[src/rtl/yuv422_to_rgb_converter_unit_defines.svh]
// ----------------------------------------------------------------------------
// YUV 4:2:2 to RGB converter assertion macros
// Shared assertion wrappers for the converter modules.
// ----------------------------------------------------------------------------
`ifndef YUV422_TO_RGB_CONVERTER_UNIT_DEFINES_SVH
`define YUV422_TO_RGB_CONVERTER_UNIT_DEFINES_SVH

// Checked on every rising edge outside reset.
`define Y2R_ASSERT(label, clk, rst, prop, msg) \
   label: assert property (@(posedge clk) disable iff (rst) prop) else $error(msg);

// Checked on every rising edge, reset included.
`define Y2R_ASSERT_ALWAYS(label, clk, prop, msg) \
   label: assert property (@(posedge clk) prop) else $error(msg);

`endif

[src/rtl/y2r_pkg.sv]
// ----------------------------------------------------------------------------
// YUV 4:2:2 to RGB converter package
// Widths, coefficients, codes and shared types of the converter.
// ----------------------------------------------------------------------------
package y2r_pkg;

   localparam int PIX_W      = 8;
   localparam int LUMA_W     = 9;
   localparam int CHROMA_W   = 8;
   localparam int PROD_W     = 20;
   localparam int SUM_W      = 21;
   localparam int DIV_W      = 18;
   localparam int RECIP_W    = 19;
   localparam int RECIP_SHIFT = 28;
   localparam int CHAN_NUM   = 3;
   localparam int LANE_NUM   = 2;
   localparam int REQ_DATA_W = 4 * PIX_W;
   localparam int RSP_DATA_W = LANE_NUM * CHAN_NUM * PIX_W;
   localparam int CSR_ADDR_W = 2;
   localparam int CSR_DATA_W = 32;

   localparam logic signed [PROD_W-1:0] COEF_Y    = 20'sd1164;
   localparam logic signed [PROD_W-1:0] COEF_R_CR = 20'sd1596;
   localparam logic signed [PROD_W-1:0] COEF_G_CB = 20'sd392;
   localparam logic signed [PROD_W-1:0] COEF_G_CR = 20'sd813;
   localparam logic signed [PROD_W-1:0] COEF_B_CB = 20'sd2017;

   localparam logic [LUMA_W-1:0]       LUMA_OFFSET  = 9'd16;
   localparam logic signed [SUM_W-1:0] DARK_LIMIT   = 21'sd1000;
   localparam logic signed [SUM_W-1:0] BRIGHT_LIMIT = 21'sd256000;
   localparam logic [RECIP_W-1:0]      RECIP_1000   = 19'd268436;
   localparam logic [PIX_W-1:0]        CHAN_MAX     = 8'd255;

   localparam int CH_RED   = 0;
   localparam int CH_GREEN = 1;
   localparam int CH_BLUE  = 2;

   localparam logic [CSR_ADDR_W-1:0] CSR_PIXEL_ORDER = 2'd0;
   localparam logic ORDER_YUYV = 1'b0;
   localparam logic ORDER_UYVY = 1'b1;

   typedef struct packed {
      logic load_mul;
      logic load_sum;
      logic load_div;
   } y2r_stage_ctl_type;

   typedef struct packed {
      logic             dark;
      logic             bright;
      logic [PIX_W-1:0] quot;
   } y2r_chan_type;

endpackage

[src/rtl/y2r_lane.sv]
// ----------------------------------------------------------------------------
// YUV 4:2:2 to RGB converter pixel lane
// Converts one luma sample and the shared chroma pair into three channel
// results: products, sums with range flags, then division by 1000.
// ----------------------------------------------------------------------------
module y2r_lane
   import y2r_pkg::*;
(
   input  logic                       clock,
   input  y2r_stage_ctl_type          ctl,
   input  logic signed [LUMA_W-1:0]   luma,
   input  logic signed [CHROMA_W-1:0] cb,
   input  logic signed [CHROMA_W-1:0] cr,
   output y2r_chan_type [CHAN_NUM-1:0] chan
);

   logic signed [PROD_W-1:0] luma_ext, cb_ext, cr_ext;
   logic signed [PROD_W-1:0] prod_y_ff, prod_y_in;
   logic signed [PROD_W-1:0] prod_rcr_ff, prod_rcr_in;
   logic signed [PROD_W-1:0] prod_gcb_ff, prod_gcb_in;
   logic signed [PROD_W-1:0] prod_gcr_ff, prod_gcr_in;
   logic signed [PROD_W-1:0] prod_bcb_ff, prod_bcb_in;

   logic signed [SUM_W-1:0] sum [CHAN_NUM];
   logic [DIV_W-1:0]        val_ff   [CHAN_NUM];
   logic [DIV_W-1:0]        val_in   [CHAN_NUM];
   logic                    dark_ff  [CHAN_NUM];
   logic                    dark_in  [CHAN_NUM];
   logic                    bright_ff [CHAN_NUM];
   logic                    bright_in [CHAN_NUM];

   logic [DIV_W+RECIP_W-1:0] recip_prod [CHAN_NUM];
   y2r_chan_type [CHAN_NUM-1:0] chan_ff, chan_in;

   assign luma_ext = PROD_W'(luma);
   assign cb_ext   = PROD_W'(cb);
   assign cr_ext   = PROD_W'(cr);

   always_comb begin
      prod_y_in   = luma_ext * COEF_Y;
      prod_rcr_in = cr_ext * COEF_R_CR;
      prod_gcb_in = cb_ext * COEF_G_CB;
      prod_gcr_in = cr_ext * COEF_G_CR;
      prod_bcb_in = cb_ext * COEF_B_CB;
   end

   always_ff @(posedge clock) begin
      if (ctl.load_mul) begin
         prod_y_ff   <= prod_y_in;
         prod_rcr_ff <= prod_rcr_in;
         prod_gcb_ff <= prod_gcb_in;
         prod_gcr_ff <= prod_gcr_in;
         prod_bcb_ff <= prod_bcb_in;
      end
   end

   always_comb begin
      sum[CH_RED]   = SUM_W'(prod_y_ff) + SUM_W'(prod_rcr_ff);
      sum[CH_GREEN] = SUM_W'(prod_y_ff) - SUM_W'(prod_gcb_ff) - SUM_W'(prod_gcr_ff);
      sum[CH_BLUE]  = SUM_W'(prod_y_ff) + SUM_W'(prod_bcb_ff);
      for (int c = 0; c < CHAN_NUM; c++) begin
         dark_in[c]   = sum[c] < DARK_LIMIT;
         bright_in[c] = sum[c] >= BRIGHT_LIMIT;
         val_in[c]    = sum[c][DIV_W-1:0];
      end
   end

   always_ff @(posedge clock) begin
      if (ctl.load_sum) begin
         for (int c = 0; c < CHAN_NUM; c++) begin
            val_ff[c]    <= val_in[c];
            dark_ff[c]   <= dark_in[c];
            bright_ff[c] <= bright_in[c];
         end
      end
   end

   // Division by 1000 is a multiplication by a rounded-up reciprocal; it is
   // exact for every value below the bright limit.
   always_comb begin
      for (int c = 0; c < CHAN_NUM; c++) begin
         recip_prod[c]     = (DIV_W+RECIP_W)'(val_ff[c]) * (DIV_W+RECIP_W)'(RECIP_1000);
         chan_in[c].dark   = dark_ff[c];
         chan_in[c].bright = bright_ff[c];
         chan_in[c].quot   = recip_prod[c][RECIP_SHIFT+PIX_W-1:RECIP_SHIFT];
      end
   end

   always_ff @(posedge clock) begin
      if (ctl.load_div) begin
         chan_ff <= chan_in;
      end
   end

   assign chan = chan_ff;

endmodule

[src/rtl/y2r_merge.sv]
// ----------------------------------------------------------------------------
// YUV 4:2:2 to RGB converter merge stage
// Resolves the range flags of both lanes and packs the output word.
// ----------------------------------------------------------------------------
module y2r_merge
   import y2r_pkg::*;
(
   input  logic                        clock,
   input  logic                        load,
   input  y2r_chan_type [CHAN_NUM-1:0] lane_chan [LANE_NUM],
   output logic [RSP_DATA_W-1:0]       word
);

   logic [RSP_DATA_W-1:0] word_ff, word_in;

   always_comb begin
      word_in = '0;
      for (int l = 0; l < LANE_NUM; l++) begin
         for (int c = 0; c < CHAN_NUM; c++) begin
            priority if (lane_chan[l][c].dark) begin
               word_in[(l*CHAN_NUM+c)*PIX_W +: PIX_W] = '0;
            end else if (lane_chan[l][c].bright) begin
               word_in[(l*CHAN_NUM+c)*PIX_W +: PIX_W] = CHAN_MAX;
            end else begin
               word_in[(l*CHAN_NUM+c)*PIX_W +: PIX_W] = lane_chan[l][c].quot;
            end
         end
      end
   end

   always_ff @(posedge clock) begin
      if (load) begin
         word_ff <= word_in;
      end
   end

   assign word = word_ff;

endmodule

[src/rtl/yuv422_to_rgb_converter_unit.sv]
// ----------------------------------------------------------------------------
// YUV 4:2:2 to RGB converter
// Five stages: input register, lane product, sum and division, and merge.
// Throughput: one macropixel per cycle unless rsp_tready stalls the flow.
// Every stage holds its word under backpressure; empty stages still fill.
// Reset clears all stage valid bits and sets pixel_order to YUYV.
// ----------------------------------------------------------------------------
`include "yuv422_to_rgb_converter_unit_defines.svh"

module yuv422_to_rgb_converter_unit
   import y2r_pkg::*;
(
   input  logic                  clock,
   input  logic                  reset,
   // Fields from bit 0: macropixel[31:0].
   input  logic [REQ_DATA_W-1:0] req_tdata,
   input  logic                  req_tvalid,
   output logic                  req_tready,
   // Fields from bit 0: red_first, green_first, blue_first, red_second,
   // green_second, blue_second, eight bits each.
   output logic [RSP_DATA_W-1:0] rsp_tdata,
   output logic                  rsp_tvalid,
   input  logic                  rsp_tready,
   input  logic                  csr_psel,
   input  logic                  csr_penable,
   input  logic                  csr_pwrite,
   input  logic [CSR_ADDR_W-1:0] csr_paddr,
   input  logic [CSR_DATA_W-1:0] csr_pwdata,
   output logic [CSR_DATA_W-1:0] csr_prdata,
   output logic                  csr_pready
);

   logic pixel_order_ff, pixel_order_in;
   logic csr_write;

   logic v1_ff, v1_in, v2_ff, v2_in, v3_ff, v3_in, v4_ff, v4_in, out_v_ff, out_v_in;
   logic rdy1, rdy2, rdy3, rdy4, out_rdy;

   logic [PIX_W-1:0] byte_in [4];
   logic [PIX_W-1:0] y0_byte, y1_byte, cb_byte, cr_byte;
   logic signed [LUMA_W-1:0]   luma_ff [LANE_NUM];
   logic signed [LUMA_W-1:0]   luma_in [LANE_NUM];
   logic signed [CHROMA_W-1:0] cb_ff, cb_in, cr_ff, cr_in;

   y2r_stage_ctl_type           ctl;
   y2r_chan_type [CHAN_NUM-1:0] lane_chan [LANE_NUM];

   // Configuration port.
   assign csr_pready = 1'b1;
   assign csr_write  = csr_psel && csr_penable && csr_pwrite && csr_pready;

   always_comb begin
      pixel_order_in = pixel_order_ff;
      if (csr_write && (csr_paddr == CSR_PIXEL_ORDER)) begin
         pixel_order_in = csr_pwdata[0];
      end
      csr_prdata = '0;
      if (csr_paddr == CSR_PIXEL_ORDER) begin
         csr_prdata = CSR_DATA_W'(pixel_order_ff);
      end
   end

   always_ff @(posedge clock) begin
      if (reset) begin
         pixel_order_ff <= ORDER_YUYV;
      end else begin
         pixel_order_ff <= pixel_order_in;
      end
   end

   // Stage ready chain.
   assign out_rdy    = !out_v_ff || rsp_tready;
   assign rdy4       = !v4_ff || out_rdy;
   assign rdy3       = !v3_ff || rdy4;
   assign rdy2       = !v2_ff || rdy3;
   assign rdy1       = !v1_ff || rdy2;
   assign req_tready = rdy1;

   assign ctl.load_mul = rdy2;
   assign ctl.load_sum = rdy3;
   assign ctl.load_div = rdy4;

   always_comb begin
      v1_in    = rdy1    ? req_tvalid : v1_ff;
      v2_in    = rdy2    ? v1_ff      : v2_ff;
      v3_in    = rdy3    ? v2_ff      : v3_ff;
      v4_in    = rdy4    ? v3_ff      : v4_ff;
      out_v_in = out_rdy ? v4_ff      : out_v_ff;
   end

   always_ff @(posedge clock) begin
      if (reset) begin
         v1_ff    <= 1'b0;
         v2_ff    <= 1'b0;
         v3_ff    <= 1'b0;
         v4_ff    <= 1'b0;
         out_v_ff <= 1'b0;
      end else begin
         v1_ff    <= v1_in;
         v2_ff    <= v2_in;
         v3_ff    <= v3_in;
         v4_ff    <= v4_in;
         out_v_ff <= out_v_in;
      end
   end

   // Unpacking and offset removal.
   always_comb begin
      for (int b = 0; b < 4; b++) begin
         byte_in[b] = req_tdata[b*PIX_W +: PIX_W];
      end
      unique case (pixel_order_ff)
         ORDER_UYVY: begin
            cb_byte = byte_in[0];
            y0_byte = byte_in[1];
            cr_byte = byte_in[2];
            y1_byte = byte_in[3];
         end
         default: begin
            y0_byte = byte_in[0];
            cb_byte = byte_in[1];
            y1_byte = byte_in[2];
            cr_byte = byte_in[3];
         end
      endcase
      luma_in[0] = $signed(LUMA_W'(y0_byte) - LUMA_OFFSET);
      luma_in[1] = $signed(LUMA_W'(y1_byte) - LUMA_OFFSET);
      cb_in      = $signed({~cb_byte[PIX_W-1], cb_byte[PIX_W-2:0]});
      cr_in      = $signed({~cr_byte[PIX_W-1], cr_byte[PIX_W-2:0]});
   end

   always_ff @(posedge clock) begin
      if (rdy1) begin
         luma_ff <= luma_in;
         cb_ff   <= cb_in;
         cr_ff   <= cr_in;
      end
   end

   for (genvar l = 0; l < LANE_NUM; l++) begin : g_lane
      y2r_lane u_lane (
         .clock (clock),
         .ctl   (ctl),
         .luma  (luma_ff[l]),
         .cb    (cb_ff),
         .cr    (cr_ff),
         .chan  (lane_chan[l])
      );
   end

   y2r_merge u_merge (
      .clock     (clock),
      .load      (out_rdy),
      .lane_chan (lane_chan),
      .word      (rsp_tdata)
   );

   assign rsp_tvalid = out_v_ff;

   `Y2R_ASSERT(a_accept_fills, clock, reset, req_tvalid && req_tready |=> v1_ff, "accepted word did not enter the pipeline")
   `Y2R_ASSERT(a_stall_full, clock, reset, !req_tready |-> v1_ff && v2_ff && v3_ff && v4_ff && rsp_tvalid, "input stalled with an empty stage")
   `Y2R_ASSERT(a_hold_stage4, clock, reset, v4_ff && !rdy4 |=> v4_ff, "stalled word lost in the last lane stage")
   `Y2R_ASSERT(a_csr_write, clock, reset, csr_write && (csr_paddr == CSR_PIXEL_ORDER) |=> pixel_order_ff == $past(csr_pwdata[0]), "pixel order write not taken")
   `Y2R_ASSERT_ALWAYS(a_reset_empty, clock, reset |=> !rsp_tvalid && !v1_ff, "pipeline not empty after reset")

endmodule

[config.mk]
export PLATFORM = sky130hd
export DESIGN_NAME = yuv422_to_rgb_converter_unit
export DESIGN_NICKNAME = d
export VERILOG_FILES = /design/src/rtl/y2r_pkg.sv /design/src/rtl/y2r_lane.sv /design/src/rtl/y2r_merge.sv /design/src/rtl/yuv422_to_rgb_converter_unit.sv
export VERILOG_INCLUDE_DIRS = /design/src /design/src/rtl
export SDC_FILE = /design/constraint.sdc
export NUM_CORES = 2
export LEC_CHECK = 0
export BUFFER_PORTS_ARGS = -buffer_cell sky130_fd_sc_hd__buf_4
export CAP_MARGIN = 20
export CELL_PAD_IN_SITES_DETAIL_PLACEMENT = 1
export CELL_PAD_IN_SITES_GLOBAL_PLACEMENT = 2
export CORE_UTILIZATION = 44
export DETAILED_ROUTE_END_ITERATION = 8
export PLACE_DENSITY_LB_ADDON = 0.1
export SYNTH_ARGS = -nofsm -noshare
export SYNTH_HDL_FRONTEND = slang
export SYNTH_SLANG_ARGS = --single-unit
[constraint.sdc]
create_clock -name clock -period 5.8 [get_ports clock]
set_input_delay 0.58 -clock clock [delete_from_list [all_inputs] [get_ports clock]]
set_output_delay 0.58 -clock clock [all_outputs]
set_load 0.02 [all_outputs]
=== Word level (Yosys, flattened, before mapping) ===
Memories as Yosys holds them, arrays and structs flattened. A register that Yosys moved wholly into a read port is not among the register bits.
Cells that the tools add are included.

* Input port bits: 73
* Word-level logic and storage cells: 97
* Output and inout bits: 83
* Memories kept: 6
* Bits in writable memories: 120
* Bits in registers: 244

{| class="wikitable"
|+ Memory list
! memory !! words !! bits a word !! read ports !! clocked after memory_dff !! wr ports !! RTL line !! RTL
|-
| g_lane[0].u_lane.val_ff || 3 || 18 || 3 || 0 || 3 || y2r_lane.sv:25 || <nowiki>logic [DIV_W-1:0] val_ff [CHAN_NUM];</nowiki>
|-
| g_lane[1].u_lane.val_ff || 3 || 18 || 3 || 0 || 3 || y2r_lane.sv:25 ||
|-
| g_lane[0].u_lane.bright_ff || 3 || 1 || 3 || 3 || 3 || y2r_lane.sv:29 || <nowiki>logic bright_ff [CHAN_NUM];</nowiki>
|-
| g_lane[0].u_lane.dark_ff || 3 || 1 || 3 || 3 || 3 || y2r_lane.sv:27 || <nowiki>logic dark_ff [CHAN_NUM];</nowiki>
|-
| g_lane[1].u_lane.bright_ff || 3 || 1 || 3 || 3 || 3 || y2r_lane.sv:29 ||
|-
| g_lane[1].u_lane.dark_ff || 3 || 1 || 3 || 3 || 3 || y2r_lane.sv:27 ||
|}

* Muxes and demuxes: 13
* $lt $le $gt $ge: 12
* Multiply operators: 12
* Reductions and logical operators: 14
* Add/sub/neg operators: 10
* Bitwise logic cells: 2

{| class="wikitable"
|+ Operators with widths
! cell !! count
|-
| multiplier 18 x 17 -> 34 bit (second input constant) || 6
|-
| greater-or-equal comparator 21 x 19 -> 1 bit (second input constant) || 6
|-
| less-than comparator 21 x 11 -> 1 bit (second input constant) || 6
|-
| adder 20 x 20 -> 21 bit || 4
|-
| 2-to-1 mux 8 bit || 10
|-
| subtractor 20 x 18 -> 21 bit || 2
|-
| subtractor 21 x 19 -> 21 bit || 2
|-
| multiplier 9 x 10 -> 18 bit (second input constant) || 2
|-
| multiplier 8 x 12 -> 20 bit (second input constant) || 1
|-
| multiplier 8 x 11 -> 19 bit (second input constant) || 1
|-
| multiplier 8 x 10 -> 18 bit (second input constant) || 1
|-
| subtractor 8 x 5 -> 9 bit (second input constant) || 2
|-
| multiplier 8 x 7 -> 15 bit (second input constant) || 1
|-
| logical NOT 1 bit || 5
|-
| logical OR 1 bit || 5
|-
| logical AND 1 bit || 3
|-
| 2-to-1 mux 1 bit || 3
|-
| logical NOT 2 bit || 1
|-
| NOT 1 bit || 2
|}

=== Longest topological paths before layout ===
* Depth after elaboration: 6
* Gate-level depth with buffers: 20
* Depth with buffers taken out: 20

=== Cells and area by module ===
Synthesis repeated with hierarchy kept, for this count alone.

* Cells, all modules: 4,899
* Area total of the unflattened synthesis: 53,387.5 µm²

{| class="wikitable"
|+ Modules (own cells, without submodules)
! module !! area an instance (µm²) !! times used !! cells an instance !! sequential area each (µm²)
|-
| y2r_lane at g_lane[1].u_lane || 24,792.5 || 1 || 2,328 || 5,195.0
|-
| y2r_lane at g_lane[0].u_lane || 24,597.3 || 1 || 2,321 || 5,195.0
|-
| yuv422_to_rgb_converter_unit || 2,008.2 || 1 || 148 || 1,141.1
|-
| y2r_merge || 1,989.4 || 1 || 102 || 1,441.4
|}

=== Worst setup path before layout ===
Ideal clock, no wire load.

* Path kind: register to register
* Start point: mem g_lane[0].u_lane.val_ff[2][6] (netlist: g_lane[0].u_lane.val_ff[0][42])
* End point: reg g_lane[0].u_lane.chan_ff (netlist bit g_lane[0].u_lane.chan[27]), data pin
* Period minus slack after synthesis: 5,274 ps
* Data arrival time: 5,011 ps
* Slack: 526 ps
* Path buffers: 0
* Data required time: 5,538 ps
* Setup time: 262 ps
* Cell stages (with the launch flop): 21
* Path through: edfxtp_1 -> ha_1 -> ha_1 -> fa_1 -> inv_1 -> fa_1 -> inv_1 -> fa_1 -> inv_1 -> fa_1 -> inv_1 -> ha_1 -> and4_1 -> nand3_1 -> nor2_1 -> and3_1 -> a31o_2 -> or3_1 -> o211a_1 -> o21ai_0 -> xnor2_1

{| class="wikitable"
|+ RTL lines
! what !! RTL line !! RTL
|-
| start, declared || y2r_lane.sv:25 ||
|-
| end signal, assigned || y2r_lane.sv:91 || <nowiki>chan_ff <= chan_in;</nowiki>
|-
| end, declared || y2r_lane.sv:33 || <nowiki>y2r_chan_type [CHAN_NUM-1:0] chan_ff, chan_in;</nowiki>
|}

==> metrics.md <==
| Metric | Value |
|---|---|
| Run status | finished, violations left |
| Violated checks | DRC |
| Synth Instances | about 4300 |
| Sink Count | ~360 |
| 1st-iter DRT viols | 1097 |
| IO buf count | 92 |
| Total GRT Usage | 21.5% |
| HPWL Detailed | ~94000 µm |
| Most area-consuming cells after synthesis | ha_1 33%, edfxtp_1 23%, fa_1 16% |
| DR WL/cell | 18.8 µm |
| GRT overflow | 0 |
| CP Launch Type | flop |
| Total CTS buffers | slightly below 50 |
| HP Start | reset |
| First-pass iteration count of the detailed router | 7 |
| Synthesized cell area | roughly 46000 µm² |
| Fin area | ~50000 µm² |
| Mean Syn Cell Area | between 10 and 15 µm² |
| Hold Buf Count CTS | 0 |
| Dominant synthesized flop cell | edfxtp_1 |
| CTS H-tree lvls | 2 |
| Vias | between 30000 and 40000 |
| Commonest cells in the netlist | 1220 x ha_1, 907 x inv_1, 375 x fa_1 |
| Ant. Diodes | 0 |
| First-pass GRT wire length | 177000 µm |
| GP Congestion | approximately 0.84 |
| Critical R2R Capture | g_lane[0].u_lane.chan[26]$_DFFE_PP_ |
| Sequential share of the synthesized area | 23.6% |
| Fin crit period | 5.51 ns |
| R2r startpoint | g_lane[0].u_lane.val_ff[0][42]$_DFFE_PP_ |
| DR vias/cell | around 5.1 |
| FF/Latch Area | between 10000 and 15000 µm² |
| CP required | just over 6 ns |
| Largest net degree at the start of global routing | 69 |
| #FFs+latches synth | between 300 and 400 |
| Max cap viols | 0 |
| Hold Vio Cnt, Final | 0 |
| Layout cells sized above 1 | 7.39% |
| Yosys warning total | 0 |
| Area delta synth->final | 10.2% |
| Clk_lat worst skew | between 0.6 and 0.7 ns |
| WP data arrival | around 6 ns |
| Post-synth top area share | approximately 33% |
| Die area | 105000 µm² |
| Setup Skew | around 0.046 ns |
| Crit Path Category | flop to flop |
| Post-synth EDFFs | approximately 360 |
| Asr flop ratio synth | 0% |
| CTS Buffer Depth | 3 |
| CTS root buffer | clkbuf_16 |
| Most numerous cell in the Yosys netlist | ha_1 |
| Final setup viols | 0 |
| Die height | 325 µm |
| Yosys cell types | 85 |
| Initial antenna violation count | 3 |
| Fillers | 11300 |
| Placed instance area | 48800 µm² |
| Hold Path Depth | 2 |
| Max FO, Critical Path | 4 |
| CTS tree | yes |
| R2R Setup Slk | between 0.2 and 0.3 ns |
| Layout Nets | slightly above 6000 |
| Worst-path clk slew | roughly 0.06 ns |
| WL final | 111000 µm |
| Worst Hold End | pixel_order_ff$_SDFFE_PP0P_ |
| Drt drc | 1 |
| Chip width | 325 µm |
| Post-DRT Antenna Nets | 0 |
| Total core area | around 100000 µm² |
| Slew headroom | a little over a quarter |
| Area leader, netlist | ha_1 |
| Vias in the first global route | 32600 |
| IO Pins | approximately 160 |
| Initial Utilization | between 40% and 50% |
| Worst slew pin tran | ~1.1 ns |
| R2r worst-path depth | 19 |
| Pins Over Slew Limit | 0 |
| Row count | around 120 |
| CP Capture Type | flop |
| Crit share post-route | about 95% |
| Area of the multi-input gates | 31500 µm² |
| Hold Crit Class | primary input to flop |
| FMAX | between 150 and 200 MHz |
## per-layer routing
metal | track usage [%] | share of wire [%] | up-vias
met3 | 2.18 | 2.9 | 105
met4 | 5.43 | 2.4 | 0
met1 | 29.2 | 48 | 15000
li1 | - | - | 15000
met5 | 0 | 0 | -
met2 | 36.5 | 47 | 320
## critical path: stages, from the launching register on
cell and delay (ns):
edfxtp_1 0.44, ha_1 0.32, ha_1 0.22, fa_1 0.54
inv_1 0.05, fa_1 0.49, inv_1 0.06, fa_1 0.55
inv_1 0.06, fa_1 0.54, inv_1 0.04, ha_1 0.27
and4_1 0.15, nand3_1 0.14, nor2_1 0.10, and3_1 0.20
a31o_2 0.27, or3_1 0.34, o211a_1 0.25, o31a_1 0.24
## how the worst max path moves through the flow
stage / endpoint / startpoint
after floorplan: g_lane[0].u_lane.chan[27]$_DFFE_PP_ / g_lane[0].u_lane.val_ff[0][42]$_DFFE_PP_
after global placement: g_lane[0].u_lane.chan[7]$_DFFE_PP_ / g_lane[0].u_lane.val_ff[0][3]$_DFFE_PP_
after detailed placement: g_lane[0].u_lane.chan[7]$_DFFE_PP_ / g_lane[0].u_lane.val_ff[0][3]$_DFFE_PP_
after CTS: g_lane[0].u_lane.chan[7]$_DFFE_PP_ / g_lane[0].u_lane.val_ff[0][3]$_DFFE_PP_
after global routing: g_lane[0].u_lane.chan[17]$_DFFE_PP_ / g_lane[0].u_lane.val_ff[0][24]$_DFFE_PP_
final: g_lane[0].u_lane.chan[26]$_DFFE_PP_ / g_lane[0].u_lane.val_ff[0][42]$_DFFE_PP_
## cells by family after synthesis
logic type | Yosys count | share of synthesized area, %
adders and majority gates | 1595 | 49.7
buffers and inverters | 958 | 8.11
and+or+nand+nor | 601 | 6.22
AOI/OAI and AO/OA | 536 | 7.93
DFF | 363 | 23.6
xor gates and xnor gates | 189 | 3.61
muxes | 34 | 0.805
other | 2 | 0.0164
## stage by stage
step	hold slack, ns	instances	TNS [ns]	setup WS [ns]	utilization (%)
2_1_floorplan	0.400	4308	0	0.526	-
5_1_grt	0.121	5915	-0.0593	-0.0279	48.9
6_report	0.123	5915	0	0.293	48.9
3_5_place_dp	0.406	5818	0	0.00961	47.2
4_1_cts	0.0724	5907	0	0.000369	48.7
3_3_place_gp	0.403	5818	0	0.0314	47.2
## state kept, by name, summed over array words and instances, names as in the netlist
| signal | cells |
|---|---|
| v1_ff | 1 |
| g_lane.u_lane.prod_y_ff | 36 |
| cr_ff | 8 |
| pixel_order_ff | 1 |
| v3_ff | 1 |
| g_lane.u_lane.bright_ff | 6 |
| g_lane.u_lane.prod_rcr_ff | 17 |
| v2_ff | 1 |
| g_lane.u_lane.chan | 60 |
| g_lane.u_lane.prod_gcr_ff | 19 |
| g_lane.u_lane.dark_ff | 6 |
| rsp_tvalid | 1 |
| cb_ff | 8 |
| g_lane.u_lane.prod_gcb_ff | 11 |
| u_merge.word | 48 |
| v4_ff | 1 |
| g_lane.u_lane.val_ff | 100 |
| luma_ff | 18 |
| g_lane.u_lane.prod_bcb_ff | 20 |
## timing repair
item                                    CTS  global route
setup buffers                             0             8
endpoints found under the hold margin     0             0
endpoints found under the setup margin    1            13
pin swaps                                 0             8
resized for setup                         1            16
## layout make-up
type | count | area share [%]
flip-flops and latches | 363 | 21.5
clock inverters | 31 | 0.723
multi-input cells | 2987 | 62.4
well taps | 1380 | 3.42
inverters | 907 | 6.74
repair buffers | 189 | 2.81
clock buffers | 58 | 2.49
## cell usage in the layout (no fill, tap or decap), drive strengths merged, types with 11 or more instances in the layout
cell,count
a211oi,20
a21o,55
a21oi,151
a31oi,23
and3,19
buf,189
clkbuf,58
clkinv,18
conb,32
edfxtp,357
fa,375
ha,1220
inv,910
mux2,23
mux2i,11
nand2,86
nand2b,21
nand3,52
nand4,18
nor2,251
nor2b,28
nor3,57
o211ai,16
o21a,29
o21ai,87
o21bai,25
o31ai,15
or2,11
or3,14
xnor2,128
xor2,61
Power is left out: the tool's default activity adds up to more than one toggle a clock period on the data nets, which glitch-free logic cannot reach.
